$ cat src/rtl/gcsr_pkg.sv
// ----------------------------------------------------------------------------
// gcsr_pkg
// Shared widths, defaults and codes for the gated comparator shift register.
// ----------------------------------------------------------------------------
package gcsr_pkg;

    localparam int REG_BITS_DEFAULT = 8;
    localparam int SHOW_BITS        = 8;
    localparam int VOLT_BITS        = 16;
    localparam int THRESH_BITS      = 15;
    localparam int AMOUNT_BITS      = 16;
    localparam int FRAC_BITS        = 14;
    localparam int CMP_BITS         = 34;
    localparam int APB_ADDR_BITS    = 5;
    localparam int APB_DATA_BITS    = 32;

    localparam logic [1:0] LOOP_OR  = 2'd0;
    localparam logic [1:0] LOOP_AND = 2'd1;
    localparam logic [1:0] LOOP_XOR = 2'd2;

    localparam logic [2:0] REG_THRESHOLD_LEVEL = 3'd0;
    localparam logic [2:0] REG_CV_AMOUNT       = 3'd1;
    localparam logic [2:0] REG_LOOP_SWITCH     = 3'd2;
    localparam logic [2:0] REG_LOOP_MODE       = 3'd3;
    localparam logic [2:0] REG_MELODY_MASK     = 3'd4;
    localparam logic [2:0] REG_GATE_HIGH_LEVEL = 3'd5;
    localparam logic [2:0] REG_GATE_LOW_LEVEL  = 3'd6;

    localparam logic signed [VOLT_BITS-1:0] GATE_HIGH_RESET = 16'sd4096;
    localparam logic signed [VOLT_BITS-1:0] GATE_LOW_RESET  = 16'sd205;

endpackage

$ cat src/rtl/gated_comparator_shift_register_top.sv
// ----------------------------------------------------------------------------
// gated_comparator_shift_register_top
// Each sample word compares a voltage against a CV-modulated threshold,
// optionally combines the result with a Schmitt-gated loop input, and shifts
// the resulting bit into a register on each rising edge of the gated clock.
// The block takes one word per clock cycle while the output is not stalled.
// A word passes through an input register and a result register, where its
// result is presented; the single 16 x 16 multiply and the 34-bit compare
// between those registers set the cycle time. Configuration is written over
// the APB port only while no word is in flight, which the user must ensure.
// ----------------------------------------------------------------------------
module gated_comparator_shift_register_top #(
    parameter int REG_BITS = gcsr_pkg::REG_BITS_DEFAULT
) (
    input  logic                                      clk,
    input  logic                                      rst_n,

    input  logic                                      psel,
    input  logic                                      penable,
    input  logic                                      pwrite,
    input  logic [gcsr_pkg::APB_ADDR_BITS-1:0]        paddr,
    input  logic [gcsr_pkg::APB_DATA_BITS-1:0]        pwdata,
    output logic [gcsr_pkg::APB_DATA_BITS-1:0]        prdata,
    output logic                                      pready,

    input  logic                                      in_valid,
    output logic                                      in_stall,
    input  logic signed [gcsr_pkg::VOLT_BITS-1:0]     compare_voltage,
    input  logic signed [gcsr_pkg::VOLT_BITS-1:0]     cv_voltage,
    input  logic signed [gcsr_pkg::VOLT_BITS-1:0]     clock_voltage,
    input  logic signed [gcsr_pkg::VOLT_BITS-1:0]     loop_voltage,
    input  logic signed [gcsr_pkg::VOLT_BITS-1:0]     loop_enable_voltage,
    input  logic                                      loop_enable_connected,

    output logic                                      out_valid,
    input  logic                                      out_stall,
    output logic                                      compare_gate,
    output logic                                      combined_state,
    output logic [gcsr_pkg::SHOW_BITS-1:0]            register_bits,
    output logic [gcsr_pkg::SHOW_BITS-1:0]            melody_code,
    output logic                                      loop_active
);

    localparam int WideBits = (REG_BITS > gcsr_pkg::SHOW_BITS) ? REG_BITS
                                                               : gcsr_pkg::SHOW_BITS;

    logic signed [gcsr_pkg::THRESH_BITS-1:0]  threshold_level_reg;
    logic signed [gcsr_pkg::AMOUNT_BITS-1:0]  cv_amount_reg;
    logic                                     loop_switch_reg;
    logic [1:0]                               loop_mode_reg;
    logic [gcsr_pkg::SHOW_BITS-1:0]           melody_mask_reg;
    logic signed [gcsr_pkg::VOLT_BITS-1:0]    gate_high_level_reg;
    logic signed [gcsr_pkg::VOLT_BITS-1:0]    gate_low_level_reg;

    logic                                     cfg_write;
    logic [2:0]                               cfg_sel;

    logic                                     s1_valid_reg;
    logic signed [gcsr_pkg::VOLT_BITS-1:0]    s1_compare_reg;
    logic signed [gcsr_pkg::VOLT_BITS-1:0]    s1_cv_reg;
    logic signed [gcsr_pkg::VOLT_BITS-1:0]    s1_clock_reg;
    logic signed [gcsr_pkg::VOLT_BITS-1:0]    s1_loop_reg;
    logic signed [gcsr_pkg::VOLT_BITS-1:0]    s1_enable_reg;
    logic                                     s1_connected_reg;

    logic [REG_BITS-1:0]                      bit_register_reg;
    logic [REG_BITS-1:0]                      bit_register_next;
    logic                                     clock_gate_reg;
    logic                                     clock_gate_next;
    logic                                     loop_gate_reg;
    logic                                     loop_gate_next;
    logic                                     loop_enable_gate_reg;
    logic                                     loop_enable_gate_next;

    logic                                     out_valid_reg;
    logic                                     compare_gate_reg;
    logic                                     combined_state_reg;
    logic [gcsr_pkg::SHOW_BITS-1:0]           register_bits_reg;
    logic [gcsr_pkg::SHOW_BITS-1:0]           register_bits_next;
    logic [gcsr_pkg::SHOW_BITS-1:0]           melody_code_reg;
    logic                                     loop_active_reg;

    logic                                     out_ready;
    logic                                     advance;
    logic                                     in_accept;

    logic signed [2*gcsr_pkg::VOLT_BITS-1:0]  cv_product;
    logic signed [gcsr_pkg::CMP_BITS-1:0]     cmp_lhs;
    logic signed [gcsr_pkg::CMP_BITS-1:0]     cmp_rhs;
    logic                                     comp;
    logic                                     active;
    logic                                     state;
    logic                                     clock_rise;
    logic [WideBits-1:0]                      wide_bits;

    // Configuration port.
    assign pready    = 1'b1;
    assign cfg_write = psel && penable && pwrite;
    assign cfg_sel   = paddr[4:2];

    always_ff @(posedge clk or negedge rst_n)
    begin
        if (!rst_n)
        begin
            threshold_level_reg <= '0;
            cv_amount_reg       <= '0;
            loop_switch_reg     <= 1'b0;
            loop_mode_reg       <= gcsr_pkg::LOOP_OR;
            melody_mask_reg     <= '0;
            gate_high_level_reg <= gcsr_pkg::GATE_HIGH_RESET;
            gate_low_level_reg  <= gcsr_pkg::GATE_LOW_RESET;
        end
        else if (cfg_write)
        begin
            case (cfg_sel)
                gcsr_pkg::REG_THRESHOLD_LEVEL: threshold_level_reg <= pwdata[14:0];
                gcsr_pkg::REG_CV_AMOUNT:       cv_amount_reg       <= pwdata[15:0];
                gcsr_pkg::REG_LOOP_SWITCH:     loop_switch_reg     <= pwdata[0];
                gcsr_pkg::REG_LOOP_MODE:       loop_mode_reg       <= pwdata[1:0];
                gcsr_pkg::REG_MELODY_MASK:     melody_mask_reg     <= pwdata[7:0];
                gcsr_pkg::REG_GATE_HIGH_LEVEL: gate_high_level_reg <= pwdata[15:0];
                gcsr_pkg::REG_GATE_LOW_LEVEL:  gate_low_level_reg  <= pwdata[15:0];
                default:                       ;
            endcase
        end
    end

    always_comb
    begin
        case (cfg_sel)
            gcsr_pkg::REG_THRESHOLD_LEVEL: prdata = 32'(threshold_level_reg);
            gcsr_pkg::REG_CV_AMOUNT:       prdata = 32'(cv_amount_reg);
            gcsr_pkg::REG_LOOP_SWITCH:     prdata = 32'(loop_switch_reg);
            gcsr_pkg::REG_LOOP_MODE:       prdata = 32'(loop_mode_reg);
            gcsr_pkg::REG_MELODY_MASK:     prdata = 32'(melody_mask_reg);
            gcsr_pkg::REG_GATE_HIGH_LEVEL: prdata = 32'(gate_high_level_reg);
            gcsr_pkg::REG_GATE_LOW_LEVEL:  prdata = 32'(gate_low_level_reg);
            default:                       prdata = '0;
        endcase
    end

    // Handshake: the input register moves into the result register whenever
    // the result register is empty or its word is being taken.
    assign out_ready = !out_valid_reg || !out_stall;
    assign advance   = s1_valid_reg && out_ready;
    assign in_stall  = s1_valid_reg && !out_ready;
    assign in_accept = in_valid && !in_stall;

    always_ff @(posedge clk or negedge rst_n)
    begin
        if (!rst_n)
        begin
            s1_valid_reg <= 1'b0;
        end
        else if (in_accept)
        begin
            s1_valid_reg <= 1'b1;
        end
        else if (advance)
        begin
            s1_valid_reg <= 1'b0;
        end
    end

    always_ff @(posedge clk)
    begin
        if (in_accept)
        begin
            s1_compare_reg   <= compare_voltage;
            s1_cv_reg        <= cv_voltage;
            s1_clock_reg     <= clock_voltage;
            s1_loop_reg      <= loop_voltage;
            s1_enable_reg    <= loop_enable_voltage;
            s1_connected_reg <= loop_enable_connected;
        end
    end

    // Comparator and gate logic.
    always_comb
    begin
        cv_product = s1_cv_reg * cv_amount_reg;
        cmp_lhs    = gcsr_pkg::CMP_BITS'(s1_compare_reg) <<< gcsr_pkg::FRAC_BITS;
        cmp_rhs    = (gcsr_pkg::CMP_BITS'(threshold_level_reg) <<< gcsr_pkg::FRAC_BITS)
                     + gcsr_pkg::CMP_BITS'(cv_product);
        comp       = cmp_lhs > cmp_rhs;

        loop_enable_gate_next = loop_enable_gate_reg;
        if (s1_connected_reg)
        begin
            if (loop_enable_gate_reg)
                loop_enable_gate_next = !(s1_enable_reg <= gate_low_level_reg);
            else
                loop_enable_gate_next = s1_enable_reg >= gate_high_level_reg;
        end
        active = s1_connected_reg ? loop_enable_gate_next : loop_switch_reg;

        loop_gate_next = loop_gate_reg;
        state          = comp;
        if (active)
        begin
            if (loop_gate_reg)
                loop_gate_next = !(s1_loop_reg <= gate_low_level_reg);
            else
                loop_gate_next = s1_loop_reg >= gate_high_level_reg;
            case (loop_mode_reg)
                gcsr_pkg::LOOP_AND: state = comp && loop_gate_next;
                gcsr_pkg::LOOP_XOR: state = comp ^ loop_gate_next;
                default:            state = comp || loop_gate_next;
            endcase
        end

        clock_rise = !clock_gate_reg && (s1_clock_reg >= gate_high_level_reg);
        if (clock_gate_reg)
            clock_gate_next = !(s1_clock_reg <= gate_low_level_reg);
        else
            clock_gate_next = clock_rise;

        bit_register_next = bit_register_reg;
        if (clock_rise)
            bit_register_next = {bit_register_reg[REG_BITS-2:0], state};

        wide_bits          = WideBits'(bit_register_next);
        register_bits_next = wide_bits[gcsr_pkg::SHOW_BITS-1:0];
    end

    always_ff @(posedge clk or negedge rst_n)
    begin
        if (!rst_n)
        begin
            bit_register_reg     <= '0;
            clock_gate_reg       <= 1'b0;
            loop_gate_reg        <= 1'b0;
            loop_enable_gate_reg <= 1'b0;
            out_valid_reg        <= 1'b0;
        end
        else
        begin
            if (advance)
            begin
                bit_register_reg     <= bit_register_next;
                clock_gate_reg       <= clock_gate_next;
                loop_gate_reg        <= loop_gate_next;
                loop_enable_gate_reg <= loop_enable_gate_next;
                out_valid_reg        <= 1'b1;
            end
            else if (!out_stall)
            begin
                out_valid_reg <= 1'b0;
            end
        end
    end

    always_ff @(posedge clk)
    begin
        if (advance)
        begin
            compare_gate_reg   <= comp;
            combined_state_reg <= state;
            register_bits_reg  <= register_bits_next;
            melody_code_reg    <= register_bits_next & melody_mask_reg;
            loop_active_reg    <= active;
        end
    end

    assign out_valid      = out_valid_reg;
    assign compare_gate   = compare_gate_reg;
    assign combined_state = combined_state_reg;
    assign register_bits  = register_bits_reg;
    assign melody_code    = melody_code_reg;
    assign loop_active    = loop_active_reg;

    // The shift register only moves when a word passes into the result register.
    assert property (@(posedge clk) disable iff (!rst_n)
        !advance |=> $stable(bit_register_reg))
        else $error("shift register changed without a word advancing");

    // A word that advances always produces a valid result in the next cycle.
    assert property (@(posedge clk) disable iff (!rst_n)
        advance |=> out_valid_reg)
        else $error("advanced word did not reach the result register");

    // The input side stalls only when both stages are full and the output is held.
    assert property (@(posedge clk) disable iff (!rst_n)
        in_stall |-> (s1_valid_reg && out_valid_reg && out_stall))
        else $error("input stalled while the pipeline could move");

endmodule

$ cat config.mk
export PLATFORM = sky130hd
export DESIGN_NAME = gated_comparator_shift_register_top
export DESIGN_NICKNAME = d
export VERILOG_FILES = /design/src/rtl/gcsr_pkg.sv /design/src/rtl/gated_comparator_shift_register_top.sv
export SDC_FILE = /design/constraint.sdc
export NUM_CORES = 1
export LEC_CHECK = 0
export ABC_AREA = 1
export BUFFER_PORTS_ARGS = -buffer_cell sky130_fd_sc_hd__buf_2
export CORE_AREA = 2 2 226 173
export CTS_CLUSTER_DIAMETER = 120
export DETAILED_ROUTE_END_ITERATION = 8
export DIE_AREA = 0 0 228 175
export GPL_TIMING_DRIVEN = 1
export PLACE_DENSITY_LB_ADDON = 0.15
export SLEW_MARGIN = 20
export SYNTH_ARGS = -nofsm -noshare
export SYNTH_HDL_FRONTEND = slang
export SYNTH_SLANG_ARGS = --single-unit
export TNS_END_PERCENT = 50
$ cat constraint.sdc
create_clock -name clk -period 7.7 [get_ports clk]
set_input_delay 0.385 -clock clk [delete_from_list [all_inputs] [get_ports clk]]
set_output_delay 0.385 -clock clk [all_outputs]
set_load 0.1 [all_outputs]
=== Word level (Yosys, flattened, before mapping) ===
Index checks and enable logic that the tools add are counted.

* Memories kept: 0
* Logic and storage cells: 85
* Output and inout bits: 54
* Bits in writable memories: 0
* Register bits: 187
* Input port bits: 125
* ROM bits: 0
* Latch bits: 0

* Order comparisons: 7
* Divide/modulo/power cells: 0
* Eq/ne operators: 9
* Add/sub/neg operators: 1
* Mux-type cells: 14
* Shifts and indexed selects: 0
* $mul: 1
* Bitwise operators: 2
* Reduce and logical (&&, ||, !) cells: 27

{| class="wikitable"
|+ Operators with widths
! kind !! number
|-
| $pmux 32 s7 || 1
|-
| $ge 16x16->1 || 3
|-
| $le 16x16->1 || 3
|-
| $add 29x32->33 || 1
|-
| $gt 30x33->1 || 1
|-
| $mul 16x16->32 || 1
|-
| $reduce_and 2->1 || 8
|-
| $mux 1 || 11
|-
| $eq 3x3->1 const B || 3
|-
| $and 8x8->8 || 1
|-
| $logic_not 1->1 || 8
|-
| $mux 8 || 1
|-
| $logic_and 1x1->1 || 7
|-
| $eq 3x2->1 const B || 2
|-
| $eq 3x1->1 const B || 1
|-
| $logic_not 3->1 || 1
|-
| $eq 2x1->1 const B || 1
|-
| $eq 2x2->1 const B || 1
|-
| $logic_or 1x1->1 || 2
|-
| $ne 2x1->1 const B || 1
|-
| $pmux 1 s2 || 1
|-
| $reduce_bool 2->1 || 1
|-
| $xor 1x1->1 || 1
|}

=== Logic depth before layout (Yosys ltp) ===
Gate-level depths: netlist of the first run.

* Depth after elaboration: 11
* Gate-level depth with buffers: 51
* Mapped depth without buffers: 49

=== Least setup slack after synthesis of the first run ===
No wires, ideal clock.

* Path type: register -> register
* From: reg cv_amount_reg[1] in the netlist's numbering
* To: reg melody_code_reg (netlist bit melody_code[0]) (data pin)
* Arrival: 7,521 ps
* Library setup time: 252 ps
* Data required time: 7,448 ps
* Period minus slack after synthesis: 7,773 ps
* Cell stages (with the launch flop): 43
* Path buffers: 2
* Path slack: -73 ps
* Cell sequence: dfrtp_1 clkbuf_1 clkbuf_1 nand2_1 fa_1 fa_1 fa_1 fa_1 inv_1 fa_1 inv_1 fa_1 inv_1 ha_1 nand2_1 inv_1 a21oi_1 nand3_1 (+7 left out) xor2_1 ha_1 nand2_1 nor2_1 nand2_1 o211ai_1 a31oi_1 nand2_1 nand2_1 nand2_1 ha_1 a22o_1 a21oi_1 inv_1 nand2_1 nand3_1 nand2_1 nor2_1

* Word-level cells in the longest chain between the ends: 8
* Elaborated cells between the ends (all ways): 10
* Those cells by class: 1 x add/sub; 1 x mul; 1 x order compare; 3 x mux; 2 x bitwise; 2 x reduce/logical

{| class="wikitable"
|+ RTL lines
! item !! RTL line !! text
|-
| start: declaration || gated_comparator_shift_register_top.sv:48 || <nowiki>logic signed [gcsr_pkg::AMOUNT_BITS-1:0] cv_amount_reg;</nowiki>
|-
| start signal: assignment || gated_comparator_shift_register_top.sv:117 || <nowiki>gcsr_pkg::REG_CV_AMOUNT: cv_amount_reg <= pwdata[15:0];</nowiki>
|-
| $mul 16x16->32 * || gated_comparator_shift_register_top.sv:181 || <nowiki>cv_product = s1_cv_reg * cv_amount_reg;</nowiki>
|-
| $add 29x32->33 * || gated_comparator_shift_register_top.sv:184 || <nowiki>+ gcsr_pkg::CMP_BITS'(cv_product);</nowiki>
|-
| $gt 30x33->1 * || gated_comparator_shift_register_top.sv:185 || <nowiki>comp = cmp_lhs > cmp_rhs;</nowiki>
|-
| $xor 1x1->1 (tied with other cells) || gated_comparator_shift_register_top.sv:207 || <nowiki>gcsr_pkg::LOOP_XOR: state = comp ^ loop_gate_next;</nowiki>
|-
| $pmux 1 s2 || gated_comparator_shift_register_top.sv:205 || <nowiki>case (loop_mode_reg)</nowiki>
|-
| $mux 1 * || gated_comparator_shift_register_top.sv:199 || <nowiki>if (active)</nowiki>
|-
| $mux 8 * || gated_comparator_shift_register_top.sv:219 || <nowiki>if (clock_rise)</nowiki>
|-
| $and 8x8->8 * || gated_comparator_shift_register_top.sv:260 || <nowiki>melody_code_reg <= register_bits_next & melody_mask_reg;</nowiki>
|-
| end signal: assignment || gated_comparator_shift_register_top.sv:260 ||
|-
| end: declaration || gated_comparator_shift_register_top.sv:80 || <nowiki>logic [gcsr_pkg::SHOW_BITS-1:0] melody_code_reg;</nowiki>
|}

Every way passes the cells marked *; elsewhere a longest branch is shown, timed or not.
A chain may end at the register's enable or synchronous reset.

=== Final worst setup path of the first run ===
* From: reg s1_cv_reg[6] in the netlist's numbering
* To: reg melody_code_reg (netlist bit melody_code[0]) (data pin)

* Word-level cells in the longest chain between the ends: 8
* Elaborated cells between the ends (all ways): 10
* Those cells by class: 1 x add/sub; 1 x mul; 1 x order compare; 3 x mux; 2 x bitwise; 2 x reduce/logical

{| class="wikitable"
|+ RTL lines
! item !! RTL line !! text
|-
| start: declaration || gated_comparator_shift_register_top.sv:60 || <nowiki>logic signed [gcsr_pkg::VOLT_BITS-1:0] s1_cv_reg;</nowiki>
|-
| start signal: assignment || gated_comparator_shift_register_top.sv:170 || <nowiki>s1_cv_reg <= cv_voltage;</nowiki>
|-
| $mul 16x16->32 * || gated_comparator_shift_register_top.sv:181 ||
|-
| $add 29x32->33 * || gated_comparator_shift_register_top.sv:184 ||
|-
| $gt 30x33->1 * || gated_comparator_shift_register_top.sv:185 ||
|-
| $xor 1x1->1 (tied with other cells) || gated_comparator_shift_register_top.sv:207 ||
|-
| $pmux 1 s2 || gated_comparator_shift_register_top.sv:205 ||
|-
| $mux 1 * || gated_comparator_shift_register_top.sv:199 ||
|-
| $mux 8 * || gated_comparator_shift_register_top.sv:219 ||
|-
| $and 8x8->8 * || gated_comparator_shift_register_top.sv:260 ||
|}

Marked as above.

==> impl_summary.log, run 1 <==
INFO  metric status = finished with violations
INFO  metric violated_checks = negative setup slack
INFO  metric hold_viol = 0
INFO  metric clock_insertion_delay_worst_skew = 0.46 ns
INFO  metric fin_skew = 0.00965 ns
INFO  metric grt_first_pass_wirelength = 90,700 µm
INFO  metric post-route-min-period = 7.73 ns
INFO  metric grt_max_degree = 65
INFO  metric dieArea = 39,900 µm²
INFO  metric timing.final.crit_share = 100%
INFO  metric nets = 3,300
INFO  metric track_usage = 29.3%
INFO  metric postRouteWirelength = 55,800 µm
INFO  metric holdCritPathClass = in2reg
INFO  metric clock_tree.root_cell = clkbuf_16
INFO  metric syn_area = 20,800 µm²
INFO  metric post_synth_num_cell_types = 59
INFO  metric postLayoutSetupSlackWorst = -0.0317 ns
INFO  metric grt_use_met2 = 46.2%
INFO  metric cts.sink_count = 187
INFO  metric drt-wirelength-per-cell = 17.4 µm
INFO  metric synth.yosys.seq_area_share = 24.9%
INFO  metric async_reset_ff_share = 46.5%
INFO  metric grt_use_met1 = 40.9%
INFO  metric crit_path_max_fanout = 4
INFO  metric worst-endpoint-arrival = 7.95 ns
INFO  metric ioPinCount = 179
INFO  metric critPathMaxStageDelay = 0.53 ns
INFO  metric diodes = 0
INFO  metric detail-route-antenna-nets = 0
INFO  metric number_of_global_route_vias_before_repair = 17,000
INFO  metric grt_use_met3 = 6.80%
INFO  metric route.detailed.drc = 0
INFO  metric numCtsBuffers = 17
INFO  metric antenna_found_initial = 0
INFO  metric cts_tree = done
INFO  metric worst_setup_path_end_kind = flop
INFO  metric final_core_util = 66.4%
INFO  metric drive_gt1_share = 22.7%
INFO  metric instances_no_fill = 3,206
INFO  metric worst_pin_slew = 0.907 ns
INFO  metric crit_path_frequent_cell = buf_4
INFO  metric slew_headroom = 39.4%
INFO  metric cts_max_level = 4
INFO  metric fin_tns_setup = -0.0557 ns
INFO  metric cp-start-kind = flop
INFO  metric floorplan.die.width = 228 µm
INFO  metric numPortBuffers = 159
INFO  metric achievable-frequency = 129 MHz
INFO  metric design.core.area = 37,700 µm²
INFO  metric die_h = 175 µm
INFO  metric worst_setup_path_type = reg2reg
INFO  metric timing.max_cap.violations = 0
INFO  metric synth_to_layout_area_growth = 20.2%
INFO  metric syn-num-nets = 2,972
INFO  metric yosys_warnings = 0
INFO  metric dp.cells = 3,133
INFO  metric timing_max_transition_violations_final = 0
INFO  metric unrepaired_setup_endpoints_after_global_routing = true
INFO  metric first_pass_iters = 6
INFO  metric floorplan.initialDensity = 55.3%
INFO  metric post-dp-hpwl = 46,200 µm
INFO  metric routed-via-count = 16,400
INFO  metric syn-instance-count = 2,353
INFO  metric synth_seq_cells = 187
INFO  metric placement_rows = 62
INFO  metric critical_path_required = 7.92 ns
INFO  metric register_cell_area_after_layout = 5190 µm²
INFO  metric postSynthAreaPerCell = 8.86 µm²
INFO  metric grt_overflow_total = 0
INFO  metric synth_edf_count = 100
INFO  metric busiest_layer = met2
INFO  metric detail_route.vias_per_cell = 5.12
INFO  metric clkTransAtPathRegs = 0.09 ns
INFO  metric multi_input_area = 13,600 µm²
INFO  metric place_congestion = 0.921
INFO  metric cts_max_path_bufs = 2
INFO  metric fin_hold_ws = 0.0921 ns
INFO  metric drtIter0Drc = 1,307
INFO  metric setup_violation_total_in_the_final_timing_report = 3
INFO  metric ys.flop_type = edfxtp_1
INFO  metric critPathSlowestCell = fa_1
INFO  metric fillers = 3,205
-- metrics by stage --
stage	setup slack, ns	area (µm²)
after CTS	-0.0137	24800
final	-0.0317	25000
after floorplan	0.0126	20800
after detailed placement	-0.592	23500
after global routing	-0.500	25000
after global placement	-0.460	23500
-- cells by family after synthesis --
logic type | after synthesis | share of synthesized area, %
buf+inv | 695 | 12.9
simple gates | 679 | 13.3
fa+ha+maj | 494 | 39.8
compound gates | 256 | 7.24
flops | 187 | 24.9
xor+xnor | 28 | 1.18
mux | 13 | 0.703
other cells | 1 | 0.0180
-- worst paths after layout --
path	start	endpoint	slack, ns	depth (start not counted)
hold / removal	compare_voltage[9]	s1_compare_reg[9]	0.09	1
min in group asynchronous	rst_n	s1_valid_reg	0.36	2
max in group asynchronous	rst_n	cv_amount_reg[1]	6.18	3
setup reg to reg	s1_cv_reg[6]	melody_code[0]	-0.03	45
hold reg to reg	s1_valid_reg	out_valid	0.49	2
setup / recovery	s1_cv_reg[6]	melody_code[0]	-0.03	45
-- routing by layer --
layer	wire (µm)	vias to the layer above
li1	-	7836
met1	25300	7927
met4	1250	0
met2	24900	567
met5	0	-
met3	4330	70
-- final cells by class --
type                       count  area share [%]
timing repair buffer         403            11.2
multi-input combinational   1471            54.3
clock inverter                14           0.530
sequential                   187            20.7
tap                          512            2.56
inverter                     601            9.02
clock buffer                  18            1.71
-- synth_stat cells, types with 4 or more instances --
master	n	area [µm²]
a21o_1	5	37.5
a21oi_1	81	405
a221o_1	6	60.1
a221oi_1	8	70.1
a31oi_1	7	43.8
and2_1	5	31.3
buf_4	17	128
clkbuf_1	72	270
dfrtp_1	81	2030
dfstp_2	6	158
edfxtp_1	100	3000
fa_1	282	5650
ha_1	212	2650
inv_1	597	2240
mux2_2	13	146
nand2_1	497	1870
nand3_1	38	190
nand3b_1	5	37.5
nand4_1	16	100
nor2_1	85	319
nor3_1	12	60.1
o211ai_1	6	45.0
o21a_1	7	52.6
o21ai_0	91	455
o21ai_1	6	30.0
o221ai_1	4	35.0
o22ai_1	14	87.6
or2_2	5	31.3
xnor2_1	15	131
xor2_1	13	114
-- worst max-delay path, delay by kind of cell (launching register included) --
family / cells / cell delay (ns)
fa+ha+maj: 8 / 3.48
compound gates: 2 / 0.34
buf+inv: 19 / 1.95
simple gates: 16 / 1.28
flops: 1 / 0.44
-- placed cells by master, fill, tap and decap left out, drive strengths merged, types with 14 or more instances in the layout --
cell    count
a21oi      82
buf       402
clkbuf     18
dfrtp      81
edfxtp    100
fa        282
ha        212
inv       606
nand2     502
nand3      41
nand4      16
nor2       86
o21ai      98
o22ai      14
xnor2      15
-- repair_timing --
action	4_1_cts	5_1_grt
setup buffers	34	7
endpoints found under the hold margin	22	0
endpoints found under the setup margin	4	4
resized for setup	129	28
pin swaps	67	23
hold buffers	1	0
Power of run 1 is not shown: default switching activity piles up to over one toggle a cycle in this logic, so the estimate is an artifact.
==> inputs of run 2 (changes only) <==
GPL_TIMING_DRIVEN = 0   (was 1)
==> run 2 against run 1 <==
  * Maximum frequency fell by 4.5%
  * Core utilization decreased by 0.83 points
  * Critical endpoint unchanged
  * Highest routed layer unchanged
  * Routed wire length grew 6.5%
  * First-iteration DRC count is 9.5% higher
  * Critical path depth stayed put
  * Via count up 1.6%
  * The run still ends with negative setup slack left
  * Design area fell by 1.2%
  * Register-to-register slack lost 0.37 ns
  * Flip-flop and latch count unchanged
==> impl_summary.log, run 2 (synthesis gave the netlist of run 1 again) <==
INFO  metric worst_setup_path_type = reg2reg
INFO  metric dieArea = 39,900 µm² (unchanged)
INFO  metric mostFrequentLayoutCells = inv_1 (578), nand2_1 (461), fa_1 (272)
INFO  metric routed-via-count = 16,700 (+1.6%)
INFO  metric ioPinCount = 179 (unchanged)
INFO  metric drive_gt1_share = 21.0% (-1.7 points)
INFO  metric fin_hold_ws = 0.0894 ns (-0.00266 ns)
INFO  metric placement_rows = 62 (unchanged)
INFO  metric crit-reg2reg-launch = s1_cv_reg[9]
INFO  metric numCtsBuffers = 17 (unchanged)
INFO  metric violated_checks = negative setup slack
INFO  metric clkTransAtPathRegs = 0.09 ns (about the same)
INFO  metric hold_viol = 0 (unchanged)
INFO  metric crit_path_frequent_cell = nand2_2
INFO  metric timing_max_transition_violations_final = 0 (unchanged)
INFO  metric holdCritPathClass = in2reg
INFO  metric final_core_util = 65.6% (-0.83 points)
INFO  metric setup_violation_total_in_the_final_timing_report = 4 (+1)
INFO  metric critical_path_required = 7.93 ns (about the same)
INFO  metric numPortBuffers = 159 (unchanged)
INFO  metric synth_to_layout_area_growth = 18.7%
INFO  metric diodes = 0 (unchanged)
INFO  metric cts_tree = done
INFO  metric antenna_found_initial = 1 (+1)
INFO  metric clock_tree.root_cell = clkbuf_16
INFO  metric grt_first_pass_wirelength = 94,100 µm (+3.8%)
INFO  metric critPathSlowestCell = fa_1
INFO  metric worst_pin_slew = 0.724 ns (-0.182 ns)
INFO  metric die_h = 175 µm (unchanged)
INFO  metric commonest_non_fill_non_tap_cell_in_the_layout = inv_1
INFO  metric unrepaired_setup_endpoints_after_global_routing = true
INFO  metric route.detailed.drc = 0 (unchanged)
INFO  metric first_pass_iters = 5 (-1)
INFO  metric detail-route-antenna-nets = 0 (unchanged)
INFO  metric postLayoutSetupSlackWorst = -0.397 ns (-0.365 ns)
INFO  metric number_of_global_route_vias_before_repair = 17,200 (+1.5%)
INFO  metric cts.sink_count = 187 (unchanged)
INFO  metric design.core.area = 37,700 µm² (unchanged)
INFO  metric post-dp-hpwl = 46,500 µm (+0.58%)
INFO  metric postRouteWirelength = 59,400 µm (+6.5%)
INFO  metric drtIter0Drc = 1,431 (+9.5%)
INFO  metric floorplan.die.width = 228 µm (unchanged)
INFO  metric cts_max_path_bufs = 2 (unchanged)
INFO  metric hold_path_startpoint = compare_voltage[12]
INFO  metric crit_path_max_fanout = 4 (unchanged)
INFO  metric worst_setup_path_end_kind = flop
INFO  metric status = finished with violations
INFO  metric detail_route.vias_per_cell = 5.33 (+4.1%)
INFO  metric clock_insertion_delay_worst_skew = 0.47 ns (about the same)
INFO  metric cts_max_level = 4 (unchanged)
INFO  metric critical_path.startpoint = s1_cv_reg[9]
INFO  metric grt_overflow_total = 0 (unchanged)
INFO  metric worst-endpoint-arrival = 8.32 ns (+0.37 ns)
INFO  metric floorplan.initialDensity = 55.3% (unchanged)
INFO  metric timing.max_cap.violations = 0 (unchanged)
INFO  metric cp-start-kind = flop
INFO  metric achievable-frequency = 124 MHz (-4.5%)
INFO  metric fin_skew = 0.0159 ns (+0.00622 ns)
INFO  metric drt-wirelength-per-cell = 19.0 µm (+9.1%)
INFO  metric post-route-min-period = 8.10 ns (+0.365 ns)
INFO  metric timing.final.crit_share = 105% (+4.7 points)
INFO  metric nets = 3,223 (-2.3%)
INFO  metric track_usage = 30.8% (+1.5 points)
INFO  metric critPathMaxStageDelay = 0.57 ns (+0.04 ns)
INFO  metric grt_max_degree = 60 (-7.7%)
INFO  metric place_congestion = 0.946 (+2.7%)
INFO  metric slew_headroom = 50.5% (+11 points)
## run 2: cell types whose count changed in the layout (fill, tap and decap cells not counted), sizes merged
cell	change
clkinv	+2
buf	-116
clkbuf	+38
bufinv	+1
clkinvlp	-1
inv	-1
## run 2: worst paths after layout
check	to	slack, ns	cells after the start
worst max-delay path	melody_code[0]	-0.40	45
worst min register to register	clock_gate_reg	0.50	2
worst max register to register	melody_code[0]	-0.40	45
max in group asynchronous	gate_high_level_reg[12]	6.56	3
min in group asynchronous	out_valid	0.43	2
worst min-delay path	s1_compare_reg[12]	0.09	1
## run 2: cell type report
class | count | area, µm²
multi-input combinational | 1471 | 13800
fill | 3174 | 13000
sequential | 187 | 5200
inverter | 601 | 2270
timing repair buffer | 258 | 1700
tap | 512 | 641
buffer | 68 | 502
clock buffer | 17 | 425
clock inverter | 15 | 196
## run 2: what timing repair did
item | in CTS | in global routing
hold buffers | 1 | 0
hold endpoints to repair | 32 | 0
buffers inserted | 71 | 23
setup endpoints to repair | 5 | 4
resized for setup | 213 | 79
pin swaps | 69 | 52
gates cloned | 1 | 0
## run 2: per-layer routing
| metal | vias to the layer above | track usage, % | share of wire [%] |
|---|---|---|---|
| li1 | 7688 | - | - |
| met1 | 8176 | 43.5 | 43 |
| met2 | 707 | 49.3 | 46 |
| met3 | 94 | 5.12 | 9.1 |
| met4 | 0 | 8.93 | 2.5 |
| met5 | - | 0 | 0 |
## run 2: worst max-delay path: cells and delay by family (launching register included)
| family | cells | cell delay (ns) |
|---|---|---|
| buf+inv | 7 | 0.49 |
| fa+ha+maj | 9 | 3.78 |
| compound gates | 7 | 1.11 |
| simple gates | 22 | 1.95 |
| flops | 1 | 0.52 |
## run 2: metrics by stage
stage | setup TNS, ns | instances | area, µm² | setup WS [ns]
global placement | -8.14 | 3024 | 22300 | -1.88
CTS | -1.40 | 3106 | 24300 | -0.385
finish | -1.48 | 3129 | 24700 | -0.397
floorplan | 0 | 2353 | 20800 | 0.0126
global route | -2.79 | 3129 | 24700 | -0.724
detailed placement | -8.60 | 3027 | 22400 | -1.97
Power of run 2 is left out for the same reason.
==> inputs of run 3 (changes only) <==
CORE_AREA = 2 2 215 164   (was 2 2 226 173)
DIE_AREA = 0 0 217 166   (was 0 0 228 175)
clock period = 7.98 ns   (was 7.7 ns; I/O delays follow)
==> run 3 against run 2 <==
  * The flow still finishes with violations (negative setup slack)
  * Routed wire length rose by 0.82%
  * Register-to-register slack improved by 0.10 ns
  * Non-clock buffer count rose by 14
  * Global-route usage rose by 3.6 points
  * Maximum frequency fell by 2.1%
  * First-iteration DRC count rose by 6.2%
  * Clock-buffer cell count rose by 1
  * Largest cell class unchanged
  * Highest routed layer is now met5
==> impl_summary.log, run 3 (synthesis gave the netlist of run 1 again) <==
INFO  metric status = finished with violations
INFO  metric violated_checks = negative setup slack
INFO  metric timing.max_cap.violations = 0 (unchanged)
INFO  metric numPortBuffers = 159 (unchanged)
INFO  metric post-dp-hpwl = 46,300 µm (-0.31%)
INFO  metric post-route-min-period = 8.27 ns (+0.175 ns)
INFO  metric floorplan.die.width = 217 µm (-4.8%)
INFO  metric synth_to_layout_area_growth = 18.4%
INFO  metric nets = 3,237 (+0.43%)
INFO  metric fillers = 2,566 (-19%)
INFO  metric drive_gt1_share = 21.1% (+0.12 points)
INFO  metric clock_insertion_delay_worst_skew = 0.46 ns (about the same)
INFO  metric cts_tree = done
INFO  metric postLayoutCellArea = 24,700 µm² (-0.24%)
INFO  metric commonest_non_fill_non_tap_cell_in_the_layout = inv_1
INFO  metric clkTransAtPathRegs = 0.08 ns (about the same)
INFO  metric track_usage = 34.4% (+3.6 points)
INFO  metric cts_max_path_bufs = 2 (unchanged)
INFO  metric critPathSlowestCell = fa_2
INFO  metric critPathBufInv = 10 (+3)
INFO  metric detail_route.vias_per_cell = 5.49 (+3.1%)
INFO  metric critical_path_required = 8.21 ns (+0.28 ns)
INFO  metric timing_max_transition_violations_final = 0 (unchanged)
INFO  metric worst-endpoint-arrival = 8.50 ns (+0.18 ns)
INFO  metric fin_tns_setup = -0.903 ns (+0.579 ns)
INFO  metric postRouteWirelength = 59,900 µm (+0.82%)
INFO  metric holdCritPathClass = in2reg
INFO  metric drt-wirelength-per-cell = 19.4 µm (+2.2%)
INFO  metric fin_skew = 0.0203 ns (+0.00447 ns)
INFO  metric final_core_util = 72.3% (+6.7 points)
INFO  metric drtIter0Drc = 1,520 (+6.2%)
INFO  metric diodes = 0 (unchanged)
INFO  metric antenna_found_initial = 1 (unchanged)
INFO  metric slew_headroom = 42.5% (-8.0 points)
INFO  metric hold_viol = 0 (unchanged)
INFO  metric worst_setup_path_type = reg2reg
INFO  metric timing.final.crit_share = 104% (-1.5 points)
INFO  metric numCtsBuffers = 17 (unchanged)
INFO  metric crit_path_max_fanout = 5 (+1)
INFO  metric clock_tree.root_cell = clkbuf_16
INFO  metric worst_pin_slew = 0.841 ns (+0.117 ns)
INFO  metric routed-via-count = 17,000 (+1.7%)
INFO  metric first_pass_iters = 6 (+1)
INFO  metric achievable-frequency = 121 MHz (-2.1%)
INFO  metric detail-route-antenna-nets = 0 (unchanged)
INFO  metric grt_max_degree = 61 (+1.7%)
INFO  metric place_area = 22,300 µm² (-0.43%)
INFO  metric cp-start-kind = flop
INFO  metric design.core.area = 34,100 µm² (-9.5%)
INFO  metric worst_setup_path_end_kind = flop
INFO  metric mostFrequentLayoutCells = inv_1 (573), nand2_1 (465), fa_1 (271)
INFO  metric setup_violation_total_in_the_final_timing_report = 4 (unchanged)
INFO  metric dieArea = 36,000 µm² (-9.7%)
INFO  metric grt_overflow_total = 0 (unchanged)
INFO  metric critPathMaxStageDelay = 0.63 ns (+0.06 ns)
INFO  metric floorplan.initialDensity = 61.1% (+5.8 points)
INFO  metric die_h = 166 µm (-5.1%)
INFO  metric placement_rows = 59 (-4.8%)
INFO  metric place_congestion = 0.938 (-0.87%)
INFO  metric unrepaired_setup_endpoints_after_global_routing = true
INFO  metric postLayoutSetupSlackWorst = -0.292 ns (+0.105 ns)
INFO  metric route.detailed.drc = 0 (unchanged)
INFO  metric crit_family = adder cells
INFO  metric cts_max_level = 4 (unchanged)
INFO  metric ioPinCount = 179 (unchanged)
INFO  metric number_of_global_route_vias_before_repair = 17,500 (+1.6%)
INFO  metric grt_first_pass_wirelength = 94,200 µm (about the same)
INFO  metric cts.sink_count = 187 (unchanged)
==> run 3: changes by cell type in the layout (fill, tap and decap cells not counted), moves of 3 or more <==
cell / previous run / this run
buf_4: 94 / 112
clkbuf_8: 9 / 15
inv_2: 16 / 25
buf_6: 17 / 14
nand2_1: 461 / 465
a21oi_4: 5 / 2
ha_2: 7 / 3
buf_8: 5 / 0
nand2_2: 32 / 28
inv_4: 6 / 1
inv_1: 578 / 573
==> run 3: path summary, 6_finish.rpt <==
path	startpoint	to	slack, ns	cells after the start
min in group asynchronous	rst_n	out_valid	0.50	2
max reg2reg	s1_cv_reg[15]	melody_code[0]	-0.29	38
max	s1_cv_reg[15]	melody_code[0]	-0.29	38
max in group asynchronous	rst_n	gate_high_level_reg[12]	6.73	3
min reg2reg	s1_valid_reg	out_valid	0.51	2
min	loop_enable_voltage[4]	s1_enable_reg[4]	0.11	1
==> run 3: per-layer routing <==
metal	GRT usage, %	wire length, µm
met5	0	13
met4	12.0	2140
met3	8.83	5990
met2	53.9	27100
met1	46.8	24600
==> run 3: per-stage QoR <==
stage | hold slack, ns | setup slack [ns] | std cells
floorplan | 0.103 | 0.207 | 2353
global placement | 0.446 | -1.64 | 2969
detailed placement | 0.451 | -1.72 | 2971
CTS | 0.0912 | -0.0810 | 3068
global route | 0.0874 | -0.546 | 3088
finish | 0.105 | -0.292 | 3088
==> run 3: worst register-to-register path, delay by kind of cell (launching register included) <==
| family | cells | cell delay, ns |
|---|---|---|
| buffers and inverters | 10 | 0.95 |
| adder cells (fa/ha/maj) | 9 | 4.28 |
| XOR/XNOR | 1 | 0.15 |
| flip-flops | 1 | 0.52 |
| AO/OA/AOI/OAI | 6 | 0.92 |
| AND/OR/NAND/NOR | 12 | 1.28 |
==> run 3: layout make-up <==
class	count	area, µm²	share of cell area [%]
Clock inverter	14	188	0.761
Tap cell	457	572	2.32
Inverter	601	2260	9.17
Timing Repair Buffer	271	1740	7.06
Clock buffer	18	439	1.78
Sequential cell	187	5200	21.1
Multi-Input combinational cell	1471	13700	55.7
Buffer	69	523	2.12
==> run 3: what timing repair did <==
action / in CTS / in global routing
hold buffers: 1 / 0
pin swaps: 64 / 48
endpoints found under the hold margin: 41 / 0
buffers inserted: 88 / 20
resized for setup: 220 / 56
cloned: 1 / 0
endpoints found under the setup margin: 5 / 4
Power of run 3 is left out for the same reason.
